==> config.mk <==
export PLATFORM = sky130hd
export DESIGN_NAME = sliding_window_power_sum
export DESIGN_NICKNAME = d
export VERILOG_FILES = /design/src/rtl/core/swps_pkg.sv /design/src/rtl/core/swps_power.sv /design/src/rtl/core/swps_window.sv /design/src/rtl/core/sliding_window_power_sum.sv
export SDC_FILE = /design/constraint.sdc
export NUM_CORES = 2
export LEC_CHECK = 0
export BUFFER_PORTS_ARGS = -buffer_cell sky130_fd_sc_hd__buf_2
export CAP_MARGIN = 20
export CORE_MARGIN = 5
export CORE_UTILIZATION = 60
export DETAILED_ROUTE_END_ITERATION = 7
export PLACE_DENSITY = 0.76
export SLEW_MARGIN = 10
export SYNTH_ARGS = -nofsm -noshare
export SYNTH_HDL_FRONTEND = slang
export SYNTH_SLANG_ARGS = --single-unit
export TNS_END_PERCENT = 10
==> constraint.sdc <==
create_clock -name aclk -period 78.1 [get_ports aclk]
set_input_delay 7.81 -clock aclk [delete_from_list [all_inputs] [get_ports aclk]]
set_output_delay 7.81 -clock aclk [all_outputs]
set_load 0.02 [all_outputs]
==> src/rtl/core/swps_pkg.sv <==
// Package: sizes, constants and types of the sliding window power sum
package swps_pkg;

    localparam int WINDOW     = 32;
    localparam int BLOCK      = 80;

    localparam int SAMPLE_W   = 16;
    localparam int TERM_W     = 32;
    localparam int ENERGY_W   = 32;
    localparam int SLOT_W     = 7;

    localparam int SLOT_MOD   = BLOCK + WINDOW;
    localparam int SLOT_CNT_W = (SLOT_MOD > 1) ? $clog2(SLOT_MOD) : 1;
    localparam int FILL_W     = $clog2(WINDOW + 1);

    localparam int S_TDATA_W  = 2 * SAMPLE_W;
    localparam int M_TDATA_W  = ((ENERGY_W + SLOT_W + 7) / 8) * 8;

    typedef logic signed [SAMPLE_W-1:0] sample_t;
    typedef logic signed [2*SAMPLE_W-1:0] product_t;
    typedef logic [TERM_W-1:0] term_t;
    typedef logic [ENERGY_W-1:0] energy_t;
    typedef logic [SLOT_CNT_W-1:0] slot_cnt_t;
    typedef logic [FILL_W-1:0] fill_t;

endpackage

==> src/rtl/core/swps_power.sv <==
// Power term pipeline: input register, product register, term register
module swps_power (
    input  logic                          aclk,
    input  logic                          aresetn,
    input  logic                          in_valid,
    output logic                          in_ready,
    input  swps_pkg::sample_t             in_real,
    input  swps_pkg::sample_t             in_imag,
    output logic                          term_valid,
    input  logic                          term_ready,
    output swps_pkg::term_t               term_data
);
    import swps_pkg::*;

    logic     v1_reg, v2_reg, v3_reg;
    logic     adv1, adv2, adv3;
    sample_t  re_reg, im_reg;
    sample_t  nim;
    product_t sq_reg, pr_reg;
    product_t sq_next, pr_next;
    term_t    term_reg, term_next;

    assign adv3     = !v3_reg || term_ready;
    assign adv2     = !v2_reg || adv3;
    assign adv1     = !v1_reg || adv2;
    assign in_ready = adv1;

    // negate imaginary part, wrapping to 16 bits
    assign nim       = -im_reg;
    assign sq_next   = re_reg * re_reg;
    assign pr_next   = im_reg * nim;
    assign term_next = term_t'(sq_reg - pr_reg);

    always_ff @(posedge aclk) begin
        if (!aresetn) begin
            v1_reg <= 1'b0;
            v2_reg <= 1'b0;
            v3_reg <= 1'b0;
        end else begin
            if (adv1) begin
                v1_reg <= in_valid;
            end
            if (adv2) begin
                v2_reg <= v1_reg;
            end
            if (adv3) begin
                v3_reg <= v2_reg;
            end
        end
    end

    always_ff @(posedge aclk) begin
        if (adv1 && in_valid) begin
            re_reg <= in_real;
            im_reg <= in_imag;
        end
        if (adv2 && v1_reg) begin
            sq_reg <= sq_next;
            pr_reg <= pr_next;
        end
        if (adv3 && v2_reg) begin
            term_reg <= term_next;
        end
    end

    assign term_valid = v3_reg;
    assign term_data  = term_reg;

endmodule

==> src/rtl/core/swps_window.sv <==
// Window stage: term shift line, running sum, slot counter, result register
module swps_window (
    input  logic                          aclk,
    input  logic                          aresetn,
    input  logic                          term_valid,
    output logic                          term_ready,
    input  swps_pkg::term_t               term_data,
    output logic                          out_valid,
    input  logic                          out_ready,
    output swps_pkg::energy_t             out_energy,
    output logic [swps_pkg::SLOT_W-1:0]   out_slot
);
    import swps_pkg::*;

    term_t     line_reg [WINDOW];
    fill_t     fill_reg;
    energy_t   sum_reg, sum_next;
    slot_cnt_t slot_reg, slot_next;
    logic      vo_reg;
    energy_t   energy_reg;
    slot_cnt_t slot_out_reg;
    term_t     oldest;
    logic      full;
    logic      take;

    assign term_ready = !vo_reg || out_ready;
    assign take       = term_valid && term_ready;

    // slots not yet filled since reset read as zero
    assign full      = (fill_reg == fill_t'(WINDOW));
    assign oldest    = full ? line_reg[WINDOW-1] : '0;
    assign sum_next  = sum_reg + term_data - oldest;
    assign slot_next = (slot_reg == slot_cnt_t'(SLOT_MOD - 1)) ? '0 : slot_reg + 1'b1;

    always_ff @(posedge aclk) begin
        if (!aresetn) begin
            fill_reg <= '0;
            sum_reg  <= '0;
            slot_reg <= '0;
            vo_reg   <= 1'b0;
        end else begin
            if (term_ready) begin
                vo_reg <= term_valid;
            end
            if (take) begin
                sum_reg  <= sum_next;
                slot_reg <= slot_next;
                if (!full) begin
                    fill_reg <= fill_reg + 1'b1;
                end
            end
        end
    end

    always_ff @(posedge aclk) begin
        if (take) begin
            line_reg[0]  <= term_data;
            for (int i = 1; i < WINDOW; i++) begin
                line_reg[i] <= line_reg[i-1];
            end
            energy_reg   <= sum_next;
            slot_out_reg <= slot_reg;
        end
    end

    assign out_valid  = vo_reg;
    assign out_energy = energy_reg;
    assign out_slot   = SLOT_W'(slot_out_reg);

endmodule

==> src/rtl/core/sliding_window_power_sum.sv <==
// Pipeline: four register stages (input, product, term, result) from s_tdata to m_tdata.
// Throughput: one sample beat per cycle; three term stages and the result register each stall
// only when the stage after them is full and not advancing.
// Reset (aresetn low, synchronous) empties every stage, zeroes the window sum and slot counter;
// the term shift line reads as zero until WINDOW samples have entered it.
module sliding_window_power_sum (
    input  logic                               aclk,
    input  logic                               aresetn,
    input  logic                               s_tvalid,
    output logic                               s_tready,
    // [15:0] sample_real, [31:16] sample_imag
    input  logic [swps_pkg::S_TDATA_W-1:0]     s_tdata,
    output logic                               m_tvalid,
    input  logic                               m_tready,
    // [31:0] window_energy, [38:32] slot_index, [39] zero
    output logic [swps_pkg::M_TDATA_W-1:0]     m_tdata
);
    import swps_pkg::*;

    logic              term_valid;
    logic              term_ready;
    term_t             term_data;
    energy_t           energy;
    logic [SLOT_W-1:0] slot;

    swps_power u_power (
        .aclk       (aclk),
        .aresetn    (aresetn),
        .in_valid   (s_tvalid),
        .in_ready   (s_tready),
        .in_real    (sample_t'(s_tdata[SAMPLE_W-1:0])),
        .in_imag    (sample_t'(s_tdata[2*SAMPLE_W-1:SAMPLE_W])),
        .term_valid (term_valid),
        .term_ready (term_ready),
        .term_data  (term_data)
    );

    swps_window u_window (
        .aclk       (aclk),
        .aresetn    (aresetn),
        .term_valid (term_valid),
        .term_ready (term_ready),
        .term_data  (term_data),
        .out_valid  (m_tvalid),
        .out_ready  (m_tready),
        .out_energy (energy),
        .out_slot   (slot)
    );

    assign m_tdata = M_TDATA_W'({slot, energy});

endmodule

==> flow_metrics.env <==
export IMPL_yosys_area_top_type="edfxtp_1"
export IMPL_clk_path_buf_depth=3
export IMPL_yosys_warnings=0
export IMPL_finalWeightedCongestion=0.863
export IMPL_drive_gt1_share_pct=7.13
export IMPL_fillers=6885
export IMPL_hold_violations=0
export IMPL_slew_headroom_pct=29.0
export IMPL_grt_overflow=0
export IMPL_hp_start="u_window.line_reg[1][190]$_DFFE_PP_"
export IMPL_areaGrowthSynthToFinish_pct=9.77
export IMPL_fin_skew_ns=0.0310
export IMPL_grt_max_degree=184
export IMPL_final_cells=5707
export IMPL_tightest_slew_ns=1.07
export IMPL_crit_type="primary input to output port"
export IMPL_path_max_fanout=6
export IMPL_cts_tree="yes"
export IMPL_synth_top_cells_by_area="edfxtp_1 (59%), fa_1 (17%), ha_1 (5.1%)"
export IMPL_first_global_vias=32000
export IMPL_largest_reg_flops=1024
export IMPL_wl_um=105000
export IMPL_synthAdderAreaFrac_pct=22.6
export IMPL_first_iter_violations=2388
export IMPL_cts_setup_buffers=0
export IMPL_drtPass1Iterations=7
export IMPL_reg2reg_depth=28
export IMPL_synth_area_um2=60900
export IMPL_period_share_pct=21.6
export IMPL_grt_pass1_wl_um=170000
export IMPL_path_clk_slew_ns=0.06
export IMPL_die_w_um=329
export IMPL_cp_end_kind="output port"
export IMPL_dp_cells=5486
export IMPL_start_util_pct=60.6
export IMPL_wl_per_cell_um=18.4
export IMPL_root_buffer="clkbuf_16"
export IMPL_ios=78
export IMPL_holdPathStages=0
export IMPL_synth_edf_count=1190
export IMPL_coreArea_um2=100000
export IMPL_synth_seq_cells=1239
export IMPL_min_path_type="register to register"
export IMPL_vias=30200
export IMPL_rows=116
export IMPL_cts_buffers=117
export IMPL_cp_arrival_ns=9.07
export IMPL_hpwl_um=69000
export IMPL_rrSetupSlack_ns=69.00
export IMPL_register_area_um2=36700
export IMPL_synth_avg_cell_area_um2=14.8
export IMPL_synthesis_nets=4921
export IMPL_yosys_area_share_xor_xnor_pct=2.06
export IMPL_synth_compound_area_share_pct=3.38
export IMPL_cp_start_kind="primary input"
export IMPL_synth_distinct_cells=69
export IMPL_synthMuxAreaShare_pct=0.134
export IMPL_synthMostInstantiatedCell="edfxtp_1"
export IMPL_ys_top_cells_by_count="edfxtp_1 (1190), inv_1 (803), fa_1 (532)"
export IMPL_cts_resized=0
export IMPL_portBuffers=76
export IMPL_fin_tns_setup_ns=0
export IMPL_yosys_area_share_simple_pct=6.07
export IMPL_r2r_start="u_power.im_reg[2]$_DFFE_PP_"
export IMPL_final_core_utilization_pct=66.6
export IMPL_track_usage_pct=20.0
export IMPL_holdPathEnd="u_window.line_reg[1][222]$_DFFE_PP_"
export IMPL_synthArstFlopShare_pct=0
export IMPL_timing_rr_end="u_power.pr_reg[30]$_DFFE_PP_"
export IMPL_antenna_found_initial=0
export IMPL_whs_ns=0.403
export IMPL_cap_violations=0
export IMPL_via_per_inst=5.28
export IMPL_synth_top_area_share_pct=58.7
export IMPL_period_needed_ns=16.88
export IMPL_fp_dieH_um=329
export IMPL_route_detailed_drc=0
export IMPL_multiInputGateArea_um2=20900
export IMPL_final_nets=5066
export IMPL_setup_viol=0
export IMPL_worstSkewPairLatency_ns=0.71
export IMPL_fmax_mhz=59.3
export IMPL_antenna_left=0
export IMPL_cts_hold_buf=0
export IMPL_maxSlewViolCount=0
export IMPL_h_tree_depth=3
export IMPL_synthCells=4104
export IMPL_dieArea_um2=108000
export IMPL_rsz0062_at_grt="no"
export IMPL_ys_dominant_reg_cell="edfxtp_1"
export IMPL_synth_top_family_by_area="adder cells"
export IMPL_status="complete, no violations"
export IMPL_yosysSeqAreaShare_pct=60.3
export IMPL_cp_required_ns=70.29
export IMPL_cts_sinks=1239
## worst max-delay path by stage
stage	to	start	cells after the start	slack, ns
finish	s_tready	m_tready	5	61.22
global route	s_tready	m_tready	5	61.13
CTS	s_tready	m_tready	5	61.21
detailed placement	s_tready	m_tready	5	61.31
global placement	s_tready	m_tready	5	61.30
floorplan	u_window.line_reg[0][0]$_DFFE_PP_	m_tready	5	39.33
## layout make-up
class | instances | area share (%)
timing repair buffer | 103 | 0.921
inverter | 806 | 4.54
clock inverter | 75 | 1.18
multi-input combinational | 1982 | 31.3
clock buffer | 144 | 4.64
antenna | 1 | 0.00374
sequential | 1239 | 54.9
tap | 1357 | 2.54
## per-stage QoR
step | setup WS, ns | area, um2
6_report | 61.22 | 66800
3_3_place_gp | 61.30 | 62900
4_1_cts | 61.21 | 66800
5_1_grt | 61.13 | 66800
3_5_place_dp | 61.31 | 62900
2_1_floorplan | 39.33 | 60900
## logic make-up after synthesis
family,Yosys count
muxes,8
adders and majority gates,781
AOI/OAI and AO/OA,329
DFF,1239
and+or+nand+nor,720
other,1
xor gates and xnor gates,143
buffers and inverters,883
## layout by cell type, fill, tap and decap left out, types with 8 or more instances in the layout
cell       instances
nand4_1            9
dfxtp_1           49
a21o_1            40
nand3_1           15
clkbuf_1          20
ha_1             249
bufinv_16         11
xor2_1            41
nor3_1            15
o211ai_1           8
or3_1              8
a21oi_1          125
a211oi_1          11
a31oi_1           13
o21ai_0           54
buf_2             76
and2_1            96
nor2_1           126
nor4_1             8
clkinv_2          23
xnor2_1          102
nand2_1          196
clkbuf_16        117
clkinv_1          20
buf_4             25
o21bai_1          11
o21a_1            20
fa_1             532
nor2b_1           72
nand2b_1         142
edfxtp_1        1190
inv_1            802
## worst max-delay path: stages
cell	delay (ns)
buf_2	0.14
nor2b_1	0.21
and2_0	0.50
nand3_1	0.17
buf_2	0.23
## metal layers
metal | wire (um) | GRT usage, % | part of all wire (%)
met5 | 0 | 0 | 0
met4 | 2540 | 5.45 | 2.4
met3 | 5300 | 2.95 | 5.0
met2 | 52200 | 33.6 | 50
met1 | 44900 | 28.0 | 43
Power is left out: the tool's default activity adds up to more than one toggle a clock period on the data nets, which glitch-free logic cannot reach.
